### config.mk
export PLATFORM = sky130hd
export DESIGN_NAME = day_count_calendar_engine_unit
export DESIGN_NICKNAME = d
export VERILOG_FILES = /design/src/rtl/dcc_pkg.sv /design/src/rtl/dcc_alu.sv /design/src/rtl/dcc_seq.sv /design/src/rtl/day_count_calendar_engine_unit.sv
export SDC_FILE = /design/constraint.sdc
export NUM_CORES = 1
export LEC_CHECK = 0
export BUFFER_PORTS_ARGS = -buffer_cell sky130_fd_sc_hd__buf_2
export CORE_ASPECT_RATIO = 0.75
export CORE_MARGIN = 2
export CORE_UTILIZATION = 35
export CTS_BUF_LIST = sky130_fd_sc_hd__clkbuf_2
export CTS_CLUSTER_DIAMETER = 200
export DETAILED_ROUTE_END_ITERATION = 16
export HOLD_SLACK_MARGIN = 0.06
export PLACE_DENSITY = 0.55
export SYNTH_ARGS = -nofsm -noshare
export SYNTH_HDL_FRONTEND = slang
export SYNTH_SLANG_ARGS = --single-unit
### constraint.sdc
create_clock -name i_clk -period 22.2 [get_ports i_clk]
set_input_delay 4.44 -clock i_clk [delete_from_list [all_inputs] [get_ports i_clk]]
set_output_delay 4.44 -clock i_clk [all_outputs]
set_load 0.02 [all_outputs]
### src/rtl/dcc_pkg.sv
// shared types, constants and calendar helpers for the day count calendar engine
package dcc_pkg;

    localparam int DAY_BITS_DEF = 20;

    localparam int CMD_W   = 2;
    localparam int AMT_W   = 20;
    localparam int SYEAR_W = 12;
    localparam int YEAR_W  = 13;
    localparam int MON_W   = 4;
    localparam int MDAY_W  = 5;
    localparam int LEN_W   = 9;

    // input word layout, lowest bit first
    localparam int AMT_LSB    = 0;
    localparam int SYEAR_LSB  = AMT_LSB + AMT_W;
    localparam int SMON_LSB   = SYEAR_LSB + SYEAR_W;
    localparam int SDAY_LSB   = SMON_LSB + MON_W;
    localparam int IN_FIELDS_W = SDAY_LSB + MDAY_W;
    localparam int IN_DATA_W  = ((IN_FIELDS_W + 7) / 8) * 8;

    localparam logic [YEAR_W-1:0] EPOCH_YEAR = 13'd1970;
    localparam logic [MDAY_W-1:0] MDAY_FIRST = 5'd1;

    localparam logic [MON_W-1:0] MON_JAN = 4'd1;
    localparam logic [MON_W-1:0] MON_FEB = 4'd2;
    localparam logic [MON_W-1:0] MON_APR = 4'd4;
    localparam logic [MON_W-1:0] MON_JUN = 4'd6;
    localparam logic [MON_W-1:0] MON_SEP = 4'd9;
    localparam logic [MON_W-1:0] MON_NOV = 4'd11;
    localparam logic [MON_W-1:0] MON_DEC = 4'd12;

    localparam logic [LEN_W-1:0] LEN_YEAR      = 9'd365;
    localparam logic [LEN_W-1:0] LEN_LEAP_YEAR = 9'd366;
    localparam logic [LEN_W-1:0] LEN_FEB       = 9'd28;
    localparam logic [LEN_W-1:0] LEN_FEB_LEAP  = 9'd29;
    localparam logic [LEN_W-1:0] LEN_SHORT     = 9'd30;
    localparam logic [LEN_W-1:0] LEN_LONG      = 9'd31;

    typedef enum logic [CMD_W-1:0] {
        CMD_ADD_DAYS   = 2'd0,
        CMD_ADD_MONTHS = 2'd1,
        CMD_ADD_YEARS  = 2'd2,
        CMD_SET_DATE   = 2'd3
    } t_cmd;

    typedef struct packed {
        t_cmd               cmd;
        logic [AMT_W-1:0]   amount;
        logic [SYEAR_W-1:0] set_year;
        logic [MON_W-1:0]   set_month;
        logic [MDAY_W-1:0]  set_day;
    } t_item;

    typedef struct packed {
        logic [YEAR_W-1:0] year;
        logic [MON_W-1:0]  month;
        logic [MDAY_W-1:0] day;
    } t_date;

    typedef struct packed {
        logic neg;
        logic zero;
        logic over;
    } t_alu_flags;

    // leap every fourth year, so only the two low year bits matter
    function automatic logic is_leap(input logic [1:0] y_lo);
        return y_lo == 2'b00;
    endfunction

    function automatic logic [LEN_W-1:0] year_len(input logic [1:0] y_lo);
        return is_leap(y_lo) ? LEN_LEAP_YEAR : LEN_YEAR;
    endfunction

    // months past december count as long months
    function automatic logic [LEN_W-1:0] month_len(input logic [1:0] y_lo,
                                                   input logic [MON_W-1:0] m);
        logic [LEN_W-1:0] len;
        case (m) inside
            MON_FEB:                            len = is_leap(y_lo) ? LEN_FEB_LEAP : LEN_FEB;
            MON_APR, MON_JUN, MON_SEP, MON_NOV: len = LEN_SHORT;
            default:                            len = LEN_LONG;
        endcase
        return len;
    endfunction

endpackage

### src/rtl/dcc_alu.sv
// shared add/subtract unit with sign, zero and range flags
module dcc_alu
    import dcc_pkg::*;
#(
    parameter int DAY_BITS = DAY_BITS_DEF,
    parameter int ACC_W    = ((DAY_BITS > AMT_W) ? DAY_BITS : AMT_W) + 2
) (
    input  logic [ACC_W-1:0] i_a,
    input  logic [ACC_W-1:0] i_b,
    input  logic             i_sub,
    output logic [ACC_W-1:0] o_sum,
    output t_alu_flags       o_flags
);

    logic [ACC_W-1:0] b_op;

    // two's complement subtract through the carry in
    assign b_op  = i_sub ? ~i_b : i_b;
    assign o_sum = i_a + b_op + {{(ACC_W-1){1'b0}}, i_sub};

    assign o_flags.neg  = o_sum[ACC_W-1];
    assign o_flags.zero = (o_sum == '0);
    assign o_flags.over = !o_sum[ACC_W-1] && (|o_sum[ACC_W-2:DAY_BITS]);

endmodule

### src/rtl/dcc_seq.sv
// command sequencer, day count and decoded date state around the shared alu
module dcc_seq
    import dcc_pkg::*;
#(
    parameter int DAY_BITS = DAY_BITS_DEF,
    parameter int ACC_W    = ((DAY_BITS > AMT_W) ? DAY_BITS : AMT_W) + 2
) (
    input  logic                i_clk,
    input  logic                i_rst_n,
    input  logic                i_start,
    input  t_item               i_item,
    output logic                o_idle,
    output logic                o_res_valid,
    input  logic                i_res_ready,
    output logic                o_status,
    output logic [DAY_BITS-1:0] o_day_count,
    output t_date               o_date
);

    typedef enum logic [10:0] {
        S_IDLE   = 11'b000_0000_0001,
        S_ADD_D  = 11'b000_0000_0010,
        S_ADD_M  = 11'b000_0000_0100,
        S_ADD_Y  = 11'b000_0000_1000,
        S_SET_Y  = 11'b000_0001_0000,
        S_SET_M  = 11'b000_0010_0000,
        S_SET_D  = 11'b000_0100_0000,
        S_COMMIT = 11'b000_1000_0000,
        S_DEC_Y  = 11'b001_0000_0000,
        S_DEC_M  = 11'b010_0000_0000,
        S_DONE   = 11'b100_0000_0000
    } t_state;

    t_state             r_state;
    logic [DAY_BITS-1:0] r_days;
    logic [YEAR_W-1:0]  r_year;
    logic [MON_W-1:0]   r_month;
    logic [MDAY_W-1:0]  r_day;
    logic               r_err;

    logic [ACC_W-1:0]   r_acc;
    logic [AMT_W-1:0]   r_amt;
    logic [YEAR_W-1:0]  r_y;
    logic [MON_W-1:0]   r_m;
    logic [SYEAR_W-1:0] r_i;
    logic [MON_W-1:0]   r_im;
    logic [SYEAR_W-1:0] r_sy;
    logic [MON_W-1:0]   r_sm;
    logic [MDAY_W-1:0]  r_sd;

    logic [ACC_W-1:0]   alu_b;
    logic               alu_sub;
    logic [ACC_W-1:0]   alu_sum;
    t_alu_flags         alu_flags;
    logic [ACC_W-1:0]   cur_ext;
    logic [1:0]         feb_year;
    logic               amt_pos;
    logic               at_end;

    assign cur_ext  = {{(ACC_W-DAY_BITS){1'b0}}, r_days};
    // the february that follows: this year up to february, else next year
    assign feb_year = (r_month > MON_FEB) ? (r_y[1:0] + 2'd1) : r_y[1:0];
    assign amt_pos  = !i_item.amount[AMT_W-1] && (i_item.amount != '0);
    assign at_end   = alu_flags.neg || alu_flags.zero;

    always_comb begin
        alu_b   = '0;
        alu_sub = 1'b0;
        unique case (r_state)
            S_ADD_D:  alu_b = {{(ACC_W-AMT_W){r_amt[AMT_W-1]}}, r_amt};
            S_ADD_M:  alu_b = {{(ACC_W-LEN_W){1'b0}}, month_len(r_y[1:0], r_m)};
            S_ADD_Y:  alu_b = {{(ACC_W-LEN_W){1'b0}}, year_len(feb_year)};
            S_SET_Y:  alu_b = {{(ACC_W-LEN_W){1'b0}}, year_len(r_i[1:0])};
            S_SET_M:  alu_b = {{(ACC_W-LEN_W){1'b0}}, month_len(r_sy[1:0], r_im)};
            S_SET_D:  alu_b = {{(ACC_W-MDAY_W){1'b0}}, r_sd};
            S_COMMIT: alu_b = {{(ACC_W-1){1'b0}}, 1'b1};
            S_DEC_Y: begin
                alu_b   = {{(ACC_W-LEN_W){1'b0}}, year_len(r_y[1:0])};
                alu_sub = 1'b1;
            end
            S_DEC_M: begin
                alu_b   = {{(ACC_W-LEN_W){1'b0}}, month_len(r_y[1:0], r_m)};
                alu_sub = 1'b1;
            end
            default: ;
        endcase
    end

    dcc_alu #(
        .DAY_BITS (DAY_BITS),
        .ACC_W    (ACC_W)
    ) u_alu (
        .i_a     (r_acc),
        .i_b     (alu_b),
        .i_sub   (alu_sub),
        .o_sum   (alu_sum),
        .o_flags (alu_flags)
    );

    always_ff @(posedge i_clk) begin
        if (!i_rst_n) begin
            r_state <= S_IDLE;
            r_days  <= '0;
            r_year  <= EPOCH_YEAR;
            r_month <= MON_JAN;
            r_day   <= MDAY_FIRST;
            r_err   <= 1'b0;
        end else begin
            unique case (r_state)
                S_IDLE: begin
                    if (i_start) begin
                        r_amt <= i_item.amount;
                        r_sy  <= i_item.set_year;
                        r_sm  <= i_item.set_month;
                        r_sd  <= i_item.set_day;
                        r_acc <= cur_ext;
                        r_y   <= r_year;
                        r_m   <= r_month;
                        r_i   <= EPOCH_YEAR[SYEAR_W-1:0];
                        r_im  <= MON_JAN;
                        r_err <= 1'b0;
                        unique case (i_item.cmd)
                            CMD_ADD_DAYS:   r_state <= S_ADD_D;
                            CMD_ADD_MONTHS: r_state <= amt_pos ? S_ADD_M : S_COMMIT;
                            CMD_ADD_YEARS:  r_state <= amt_pos ? S_ADD_Y : S_COMMIT;
                            CMD_SET_DATE: begin
                                r_acc   <= '1;
                                r_state <= S_SET_Y;
                            end
                            default:        r_state <= S_COMMIT;
                        endcase
                    end
                end
                S_ADD_D: begin
                    r_acc   <= alu_sum;
                    r_err   <= alu_flags.neg || alu_flags.over;
                    r_state <= S_COMMIT;
                end
                S_ADD_M: begin
                    r_acc <= alu_sum;
                    r_amt <= r_amt - 1'b1;
                    if (r_m == MON_DEC) begin
                        r_m <= MON_JAN;
                        r_y <= r_y + 1'b1;
                    end else begin
                        r_m <= r_m + 1'b1;
                    end
                    if (alu_flags.over) begin
                        r_err   <= 1'b1;
                        r_state <= S_COMMIT;
                    end else if (r_amt == {{(AMT_W-1){1'b0}}, 1'b1}) begin
                        r_state <= S_COMMIT;
                    end
                end
                S_ADD_Y: begin
                    r_acc <= alu_sum;
                    r_amt <= r_amt - 1'b1;
                    r_y   <= r_y + 1'b1;
                    if (alu_flags.over) begin
                        r_err   <= 1'b1;
                        r_state <= S_COMMIT;
                    end else if (r_amt == {{(AMT_W-1){1'b0}}, 1'b1}) begin
                        r_state <= S_COMMIT;
                    end
                end
                S_SET_Y: begin
                    if (r_i < r_sy) begin
                        r_acc <= alu_sum;
                        r_i   <= r_i + 1'b1;
                    end else begin
                        r_state <= S_SET_M;
                    end
                end
                S_SET_M: begin
                    if (r_im < r_sm) begin
                        r_acc <= alu_sum;
                        r_im  <= r_im + 1'b1;
                    end else begin
                        r_state <= S_SET_D;
                    end
                end
                S_SET_D: begin
                    r_acc   <= alu_sum;
                    r_err   <= alu_flags.neg || alu_flags.over;
                    r_state <= S_COMMIT;
                end
                S_COMMIT: begin
                    if (!r_err && (r_acc != cur_ext)) begin
                        // take the new count and decode from day one of the epoch
                        r_days  <= r_acc[DAY_BITS-1:0];
                        r_acc   <= alu_sum;
                        r_y     <= EPOCH_YEAR;
                        r_m     <= MON_JAN;
                        r_state <= S_DEC_Y;
                    end else begin
                        r_state <= S_DONE;
                    end
                end
                S_DEC_Y: begin
                    if (at_end) begin
                        r_state <= S_DEC_M;
                    end else begin
                        r_acc <= alu_sum;
                        r_y   <= r_y + 1'b1;
                    end
                end
                S_DEC_M: begin
                    if (at_end || (r_m >= MON_DEC)) begin
                        r_year  <= r_y;
                        r_month <= r_m;
                        r_day   <= r_acc[MDAY_W-1:0];
                        r_state <= S_DONE;
                    end else begin
                        r_acc <= alu_sum;
                        r_m   <= r_m + 1'b1;
                    end
                end
                S_DONE: begin
                    if (i_res_ready) begin
                        r_state <= S_IDLE;
                    end
                end
                default: r_state <= S_IDLE;
            endcase
        end
    end

    assign o_idle       = (r_state == S_IDLE);
    assign o_res_valid  = (r_state == S_DONE);
    assign o_status     = r_err;
    assign o_day_count  = r_days;
    assign o_date.year  = r_year;
    assign o_date.month = r_month;
    assign o_date.day   = r_day;

endmodule

### src/rtl/day_count_calendar_engine_unit.sv
// top level of the day count calendar engine: stream ports, output register, checks
//
//  channel  | direction | word contents
//  ---------+-----------+-----------------------------------------------------------
//  s        | in        | tuser: command; tdata: amount, set_year, set_month, set_day
//  m        | out       | tuser: status;  tdata: day_count, year, month, day
//
// one command word at a time: s tready is high only while the sequencer idles
// add days adds the amount once; add months or years add a month or year
// length per step; set sums the years from 1970, then the months, then the day
// a changed count adds a decode through the shared adder, by years and then months
// the result word waits in an output register while a new word is taken; a further
// result waits in the sequencer until it frees; reset gives count 0 and 1970-01-01
module day_count_calendar_engine_unit
    import dcc_pkg::*;
#(
    parameter int DAY_BITS = DAY_BITS_DEF,
    localparam int ACC_W        = ((DAY_BITS > AMT_W) ? DAY_BITS : AMT_W) + 2,
    localparam int OUT_FIELDS_W = DAY_BITS + YEAR_W + MON_W + MDAY_W,
    localparam int OUT_DATA_W   = ((OUT_FIELDS_W + 7) / 8) * 8
) (
    input  logic                  i_clk,
    input  logic                  i_rst_n,

    input  logic                  i_s_tvalid,
    output logic                  o_s_tready,
    // amount, set_year, set_month, set_day, zero padding
    input  logic [IN_DATA_W-1:0]  i_s_tdata,
    // command
    input  logic [CMD_W-1:0]      i_s_tuser,

    output logic                  o_m_tvalid,
    input  logic                  i_m_tready,
    // day_count, year, month, day, zero padding
    output logic [OUT_DATA_W-1:0] o_m_tdata,
    // status
    output logic [0:0]            o_m_tuser
);

    t_item               item;
    logic                s_accept;
    logic                seq_idle;
    logic                res_valid;
    logic                res_ready;
    logic                res_status;
    logic [DAY_BITS-1:0] res_days;
    t_date               res_date;
    logic [OUT_DATA_W-1:0] res_word;

    logic                  r_m_valid;
    logic [OUT_DATA_W-1:0] r_m_data;
    logic [0:0]            r_m_user;

    // unpack the command word
    assign item.cmd       = t_cmd'(i_s_tuser);
    assign item.amount    = i_s_tdata[AMT_LSB +: AMT_W];
    assign item.set_year  = i_s_tdata[SYEAR_LSB +: SYEAR_W];
    assign item.set_month = i_s_tdata[SMON_LSB +: MON_W];
    assign item.set_day   = i_s_tdata[SDAY_LSB +: MDAY_W];

    assign o_s_tready = seq_idle;
    assign s_accept   = i_s_tvalid && seq_idle;

    dcc_seq #(
        .DAY_BITS (DAY_BITS),
        .ACC_W    (ACC_W)
    ) u_seq (
        .i_clk       (i_clk),
        .i_rst_n     (i_rst_n),
        .i_start     (s_accept),
        .i_item      (item),
        .o_idle      (seq_idle),
        .o_res_valid (res_valid),
        .i_res_ready (res_ready),
        .o_status    (res_status),
        .o_day_count (res_days),
        .o_date      (res_date)
    );

    // result packing, day count in the low bits
    always_comb begin
        res_word = '0;
        res_word[OUT_FIELDS_W-1:0] = {res_date.day, res_date.month, res_date.year, res_days};
    end

    // output register frees as its word is taken
    assign res_ready = !r_m_valid || i_m_tready;

    always_ff @(posedge i_clk) begin
        if (!i_rst_n) begin
            r_m_valid <= 1'b0;
        end else begin
            if (res_valid && res_ready) begin
                r_m_valid <= 1'b1;
            end else if (i_m_tready) begin
                r_m_valid <= 1'b0;
            end
        end
    end

    always_ff @(posedge i_clk) begin
        if (res_valid && res_ready) begin
            r_m_data <= res_word;
            r_m_user <= res_status;
        end
    end

    assign o_m_tvalid = r_m_valid;
    assign o_m_tdata  = r_m_data;
    assign o_m_tuser  = r_m_user;

    // a taken command word closes the input until its result is handed on
    a_busy_after_accept: assert property (@(posedge i_clk) disable iff (!i_rst_n)
        s_accept |=> !o_s_tready)
        else $error("input still ready after a command word was taken");

    // the sequencer never offers a result while it is open for a new command
    a_idle_no_result: assert property (@(posedge i_clk) disable iff (!i_rst_n)
        seq_idle |-> !res_valid)
        else $error("result pending while sequencer idle");

    // every delivered date has a real month and a non-zero day
    a_date_sane: assert property (@(posedge i_clk) disable iff (!i_rst_n)
        o_m_tvalid |->
            (o_m_tdata[DAY_BITS+YEAR_W +: MON_W] != '0) &&
            (o_m_tdata[DAY_BITS+YEAR_W +: MON_W] <= MON_DEC) &&
            (o_m_tdata[DAY_BITS+YEAR_W+MON_W +: MDAY_W] != '0))
        else $error("decoded date out of calendar range");

endmodule

==> results of run 1 <==
## Yosys cell counts, types with 5 or more instances
master / count / area, µm²
and4_1: 5 / 43.8
nor2_1: 115 / 432
dfxtp_1: 55 / 1100
nand4_1: 16 / 100
nor4_1: 22 / 138
ha_1: 48 / 601
nand2b_1: 9 / 56.3
mux2i_1: 42 / 420
o211ai_1: 9 / 67.6
and2_1: 6 / 37.5
nor3_1: 34 / 170
xnor2_1: 58 / 508
or2_2: 7 / 43.8
inv_1: 36 / 135
nand2_1: 95 / 357
o21bai_1: 8 / 60.1
o31ai_1: 9 / 67.6
and3_1: 16 / 100
xor2_1: 28 / 245
edfxtp_1: 139 / 4170
or4_1: 6 / 45.0
a21o_1: 15 / 113
buf_4: 8 / 60.1
nor2b_1: 7 / 43.8
clkbuf_1: 36 / 135
o21ai_0: 56 / 280
nand3_1: 31 / 155
a211oi_1: 12 / 90.1
a21oi_1: 76 / 380
or3_1: 7 / 43.8
o2111ai_1: 6 / 52.6
## registers in the layout (all words and copies together), names as in the netlist, 5 cells and up
signal             count
u_seq.r_day            5
u_seq.r_sd             5
u_seq.r_acc           22
u_seq.r_state         11
u_seq.o_day_count     20
u_seq.r_y             13
u_seq.r_i             12
o_m_tdata             42
u_seq.r_year          13
u_seq.r_amt           20
u_seq.r_sy            12
## per-layer routing
metal	wire length, µm	up-vias	track usage [%]
met5	0	-	0
met4	234	0	4.08
met3	2570	15	4.36
met2	10800	310	22.7
met1	15400	4062	28.4
li1	-	4209	-
## worst register-to-register path, cell delays in order (launching register included)
cell       delay [ns]
dfxtp_1          0.44
nor4_1           0.70
nand3_1          0.28
nor2_1           0.62
a222oi_1         0.16
o211ai_1         0.20
xor2_1           0.18
o21ai_0          0.20
fa_1             0.51
a211oi_1         0.28
o21bai_1         0.20
o2111ai_1        0.33
a32oi_1          0.22
a21o_1           0.23
a21oi_1          0.18
xnor2_1          0.15
buf_4            0.18
nor4_2           0.07
a21boi_1         0.29
a21oi_1          0.18
nor4_2           0.30
buf_4            0.34
## metrics by stage
step,total power (µW),setup slack [ns]
after floorplan,622,14.59
after global placement,696,15.28
after detailed placement,699,15.34
after CTS,880,14.34
after global routing,924,14.18
final,878,14.23
## path summary, 6_finish.rpt
| path | slack (ns) | depth (start not counted) | startpoint | to |
|---|---|---|---|---|
| max | 14.23 | 5 | u_seq.r_state[2] | o_s_tready |
| min reg2reg | 0.49 | 0 | u_seq.r_day[1] | o_m_tdata[38] |
| max reg2reg | 15.65 | 21 | u_seq.r_state[10] | u_seq.r_acc[1] |
| min | 0.49 | 0 | u_seq.r_day[1] | o_m_tdata[38] |
## kinds of logic (layout without fill, tap and decap cells)
group / after synthesis / after routing
other: 1 / 7
buffers and inverters: 90 / 171
AO/OA/AOI/OAI: 236 / 236
adder cells (fa/ha/maj): 49 / 49
multiplexers: 43 / 43
flip-flops: 194 / 194
AND/OR/NAND/NOR: 404 / 404
XOR/XNOR: 86 / 86
## layout make-up
type	count	share of cell area [%]
Clock inverter	15	1.21
Clock buffer	17	0.702
Tap cell	406	4.19
Multi-Input combinational cell	824	44.7
Timing Repair Buffer	102	4.44
Inverter	37	1.15
Sequential cell	194	43.6
Antenna cell	1	0.0207
## cell usage in the layout, fill, tap and decap left out, types with 6 or more instances in the layout
cell	n
edfxtp_1	139
conb_1	6
and3_1	16
ha_1	48
nor3_1	34
nor2b_1	6
xnor2_1	58
nor4_1	21
nand2b_1	9
clkbuf_2	17
or3_1	7
o31ai_1	9
buf_4	11
inv_1	36
inv_6	6
mux2i_1	42
xor2_1	28
o211ai_1	9
dfxtp_1	55
and2_1	6
o21ai_0	56
a21o_1	15
nand3_1	31
a21oi_1	75
a211oi_1	12
o21bai_1	8
or2_2	7
nand4_1	16
o2111ai_1	6
nor2_1	115
buf_2	91
or4_1	6
nand2_1	95
## power breakdown
part	total (µW)	leakage, µW	switching, µW	internal, µW
clock	181	0.000144	137	44.8
sequential	469	0.00172	39.2	429
combinational	228	0.00264	149	79.0
total	878	0.00450	325	553
==> qor.txt, run 1 <==
EDFF count, synth: 139
Worst-Margin Slew: 1.11 ns
Worst path cell trace: nor3_1 -> and2_1 -> nand4b_1 -> inv_1 -> buf_2
WS Path Type: register to output pin
HPWL after detailed placement: 21,800 µm
Leak pwr: 0.00450 µW
Final core utilization: 38.8%
Synth Cell Area: 11,000 µm²
Setup violators final: 0
Clock Skew: 0.0547 ns
CTS tree: yes
Gpl congestion: 0.898
Period Utilization, post-route: 35.9%
Die area: 33,000 µm²
Slowest-stage cell, CP: nor3_1
Placed cell count: 1,563
Port buffer count: 91
Fmax achieved: 0.125 GHz
I/O Pins: 105
Via density: 5.39
Pwr per Cell Area: 72.5 nW/µm²
Required time worst endpoint: 17.76 ns
Endpoint class of the critical path: output pin
Largest net degree at the start of global routing: 44
Peak supply drop: 0.0330 mV
GRT Total Usage: 17.6%
Row count: 56
Post-synth cell types: 84
Adder-Cell Fraction of Synth Area: 5.62%
Initial Utilization: 35.4%
Fill cells: 3,141
HP Class: register to register
Root buffer cell: clkbuf_2
First-pass GRT wire length: 44,700 µm
Hold Vio Cnt, Final: 0
Post-Synthesis Cells: 1,103
Multiplexer share of the synthesized area: 3.91%
Worst-path clk slew: 0.33 ns
Hold_ws: 0.486 ns
Fin. max-slew vios: 0
Synth Area in Simple Gates: 18.5%
Layout cells sized above 1: 13.3%
Area growth from synthesis to layout: 9.74%
Register area: 5280 µm²
CP startpoint kind: register
Core Box Area: 31,200 µm²
Critical path buffer and inverter count: 2
Vias: 8,596
DRT Pass-1 Iters: 8
Post-cts resize count: 0
DRT antenna net count: 0
Main combinational cell family by area after synthesis: simple AND/OR/NAND/NOR gates
Post-synthesis register bit count: 194
Delay-heaviest family, CP: simple AND/OR/NAND/NOR gates
Post-CTS setup buffers: 0
Multi-input gate area: 5420 µm²
Post-Route WL: 29,000 µm
Synth Area in Compound Gates: 13.7%
Xor/xnor share of the synthesized area: 6.82%
CP max stage delay: 0.58 ns
Most common flop cell mapped by yosys: edfxtp_1
Clock Latency Late Sink: 0.85 ns
Yosys warns: 0
Clock tree sinks: 194
Vias in the first global route: 7,758
TNS Setup: 0 ns
CTS H-tree lvls: 4
Num CTS Buffers: 17
GRT overflow: 0
Post-Place Cell Area: 11,900 µm²
Die width: 209 µm
Fin cells: 1,596
RSZ-0062 raised after global routing: false
Max Cap Viol: 0
Nets@finish: 1,279
Seq/Total Area, Yosys: 47.8%
Final critical-path required period: 7.97 ns
Status: complete, no violations
Die H: 158 µm
Starting DRT DRC Count: 856
FFs w/ async S/R, synth: 0%
Crit Path Max Fanout: 11
Clock Path Buffers: 2
Syn avg cell area: 10.0 µm²
Final instance area: 12,100 µm²
Critical path arrival: 3.53 ns
Relative slew slack: 26.3%
DRC: 0
Post-DR wirelength/cell: 18.2 µm
Initial antenna violation count: 1
Hold buffers post-CTS: 0
(Power assumes the default switching activity.)
==> inputs of run 2 (changes only) <==
Clock period 22.2 ns to 8 ns, I/O delays scaled along.
==> run 2 against run 1 <==
- first-iteration DRC count is 4.1% lower
- total power grew to 2.8 times the previous value
- clock power grew to 3.0 times the previous value
- worst setup slack got worse by 13 ns
- clock skew up 0.0095 ns
- routed wire length increased by 0.51%
- critical path type is now register to register
==> qor.txt, run 2 (synthesis gave the netlist of run 1 again) <==
Status: complete, no violations
Final core utilization: 39.0%
Hold Vio Cnt, Final: 0
Post-Route WL: 29,100 µm
Initial Utilization: 35.4%
Port buffer count: 91
Die H: 158 µm
Most common cell after layout, fill and taps aside: edfxtp_1
RR Startpoint: u_seq.r_state[10]
Multi-input gate area: 5420 µm²
Final critical-path required period: 6.57 ns
Min-Delay Startpoint: u_seq.r_day[1]
Nets@finish: 1,280
M1 GR Usage: 28.3%
Worst path cell trace: nor4_1 -> nand3_1 -> nor2_1 -> a222oi_1 -> o211ai_1 -> xor2_1 -> o21ai_0 -> fa_1 -> a211oi_1 -> o21bai_1 -> o2111ai_1 -> a32oi_1 -> a21o_1 -> a21oi_1 -> xnor2_1 -> buf_4 -> nor4_2 -> a21boi_1 -> a21oi_1 -> nor4_2 -> buf_4
Hold path endpoint: o_m_tdata[38]
Gpl congestion: 0.906
Critical path arrival: 7.15 ns
CP max stage delay: 0.70 ns
Num CTS Buffers: 17
Area growth from synthesis to layout: 10.1%
GRT Total Usage: 17.9%
HP Class: register to register
Post-cts resize count: 0
DRT antenna net count: 0
Vias in the first global route: 7,809
Leak pwr: 0.00452 µW
DRC: 0
GRT overflow: 0
CP startpoint kind: register
Grt peak-use layer: met1
R2R depth: 21
Root buffer cell: clkbuf_2
Slowest-stage cell, CP: nor4_1
Fill cells: 3,159
Worst R2R End: u_seq.r_acc[17]
Via density: 5.33
Period Utilization, post-route: 82.1%
CTS H-tree lvls: 4
Met2 Track Usage GR: 23.5%
Worst-Margin Slew: 1.12 ns
M3 GR Usage: 4.42%
Die width: 209 µm
Endpoint class of the critical path: register
Largest registers: o_m_tdata (42), u_seq.r_acc (22)
I/O Pins: 105
Crit Path Max Fanout: 22
Most frequent cells in the layout: edfxtp_1, nor2_1, nand2_1
Pre-CTS worst setup slack: 1.56 ns
Pwr per Cell Area: 203 nW/µm²
Die area: 33,000 µm²
DRT Pass-1 Iters: 6
Initial antenna violation count: 1
Row count: 56
Clock Latency Late Sink: 0.90 ns
First-pass GRT wire length: 45,200 µm
Setup violators final: 0
Max Cap Viol: 0
Hold_ws: 0.454 ns
Fin. max-slew vios: 0
Largest net degree at the start of global routing: 43
Fmax achieved: 0.152 GHz
Biggest register: o_m_tdata
Setup ws final: 1.43 ns
Hold Path Depth: 0
HPWL after detailed placement: 22,100 µm
Register area: 5280 µm²
Starting DRT DRC Count: 821
Clock tree sinks: 194
Hold buffers post-CTS: 0
Relative slew slack: 25.6%
Max FFs per register: 42
Reg-to-reg slack, setup: 1.43 ns
Worst-path clk slew: 0.34 ns
Required time worst endpoint: 8.58 ns
Post-DR wirelength/cell: 18.2 µm
RSZ-0062 raised after global routing: false
Peak supply drop: 0.0887 mV
CTS tree: yes
Post-CTS setup buffers: 0
WS Path Type: register to register
Core Box Area: 31,200 µm²
Vias: 8,521
TNS Setup: 0 ns
Clock Path Buffers: 2
Clock Skew: 0.0642 ns
Layout cells sized above 1: 13.5%
[run 2: cell types whose count changed in the layout (fill, tap and decap cells not counted)]
cell,previous run,this run
buf_4,11,12
bufinv_16,1,2
clkbuf_2,17,18
clkinv_1,4,2
clkinv_2,1,0
clkinv_4,1,5
clkinvlp_4,0,1
diode_2,1,2
inv_6,6,0
inv_8,2,4
[run 2: worst max path at each step]
| stage | startpoint | end | slack, ns | depth (start not counted) |
|---|---|---|---|---|
| after detailed placement | u_seq.r_state[10] | u_seq.r_acc[15] | 1.56 | 21 |
| after CTS | u_seq.r_state[10] | u_seq.r_acc[7] | 1.46 | 21 |
| after global placement | u_seq.r_state[10] | u_seq.r_acc[15] | 1.57 | 21 |
| after floorplan | u_seq.r_state[10] | u_seq.r_acc[0] | 0.83 | 21 |
| final | u_seq.r_state[10] | u_seq.r_acc[17] | 1.43 | 21 |
| after global routing | u_seq.r_state[10] | u_seq.r_acc[17] | 0.80 | 21 |
[run 2: area by class of cell]
cell class / count / area share [%]
multi-input cells: 824 / 44.6
flip-flops and latches: 194 / 43.4
repair buffers: 103 / 4.49
well taps: 406 / 4.18
clock inverters: 14 / 1.45
inverters: 37 / 1.14
clock buffers: 18 / 0.741
diodes: 2 / 0.0412
[run 2: stage by stage]
step	std cells	power [µW]	area, µm²
after floorplan	1108	1730	11100
after global placement	1564	1930	11900
after detailed placement	1564	1940	11900
after CTS	1596	2480	12200
after global routing	1597	2600	12200
final	1598	2470	12200
[run 2: power by group]
group / switching (µW) / internal [µW] / total (µW)
clock: 378 / 159 / 536
combinational: 412 / 220 / 631
sequential: 108 / 1190 / 1300
total: 897 / 1570 / 2470
[run 2: worst max-delay path, delay by kind of cell, from the launching register on]
kind                       cells  cell delay (ns)
AOI/OAI and AO/OA             11             2.45
and+or+nand+nor                5             2.01
buffers and inverters          2             0.53
adders and majority gates      1             0.51
DFF                            1             0.44
xor gates and xnor gates       2             0.32
[run 2: layer usage]
| metal | up-vias | routed length, µm |
|---|---|---|
| met5 | - | 0 |
| met4 | 0 | 318 |
| met3 | 24 | 2330 |
| met2 | 261 | 10900 |
| met1 | 4032 | 15600 |
| li1 | 4204 | - |
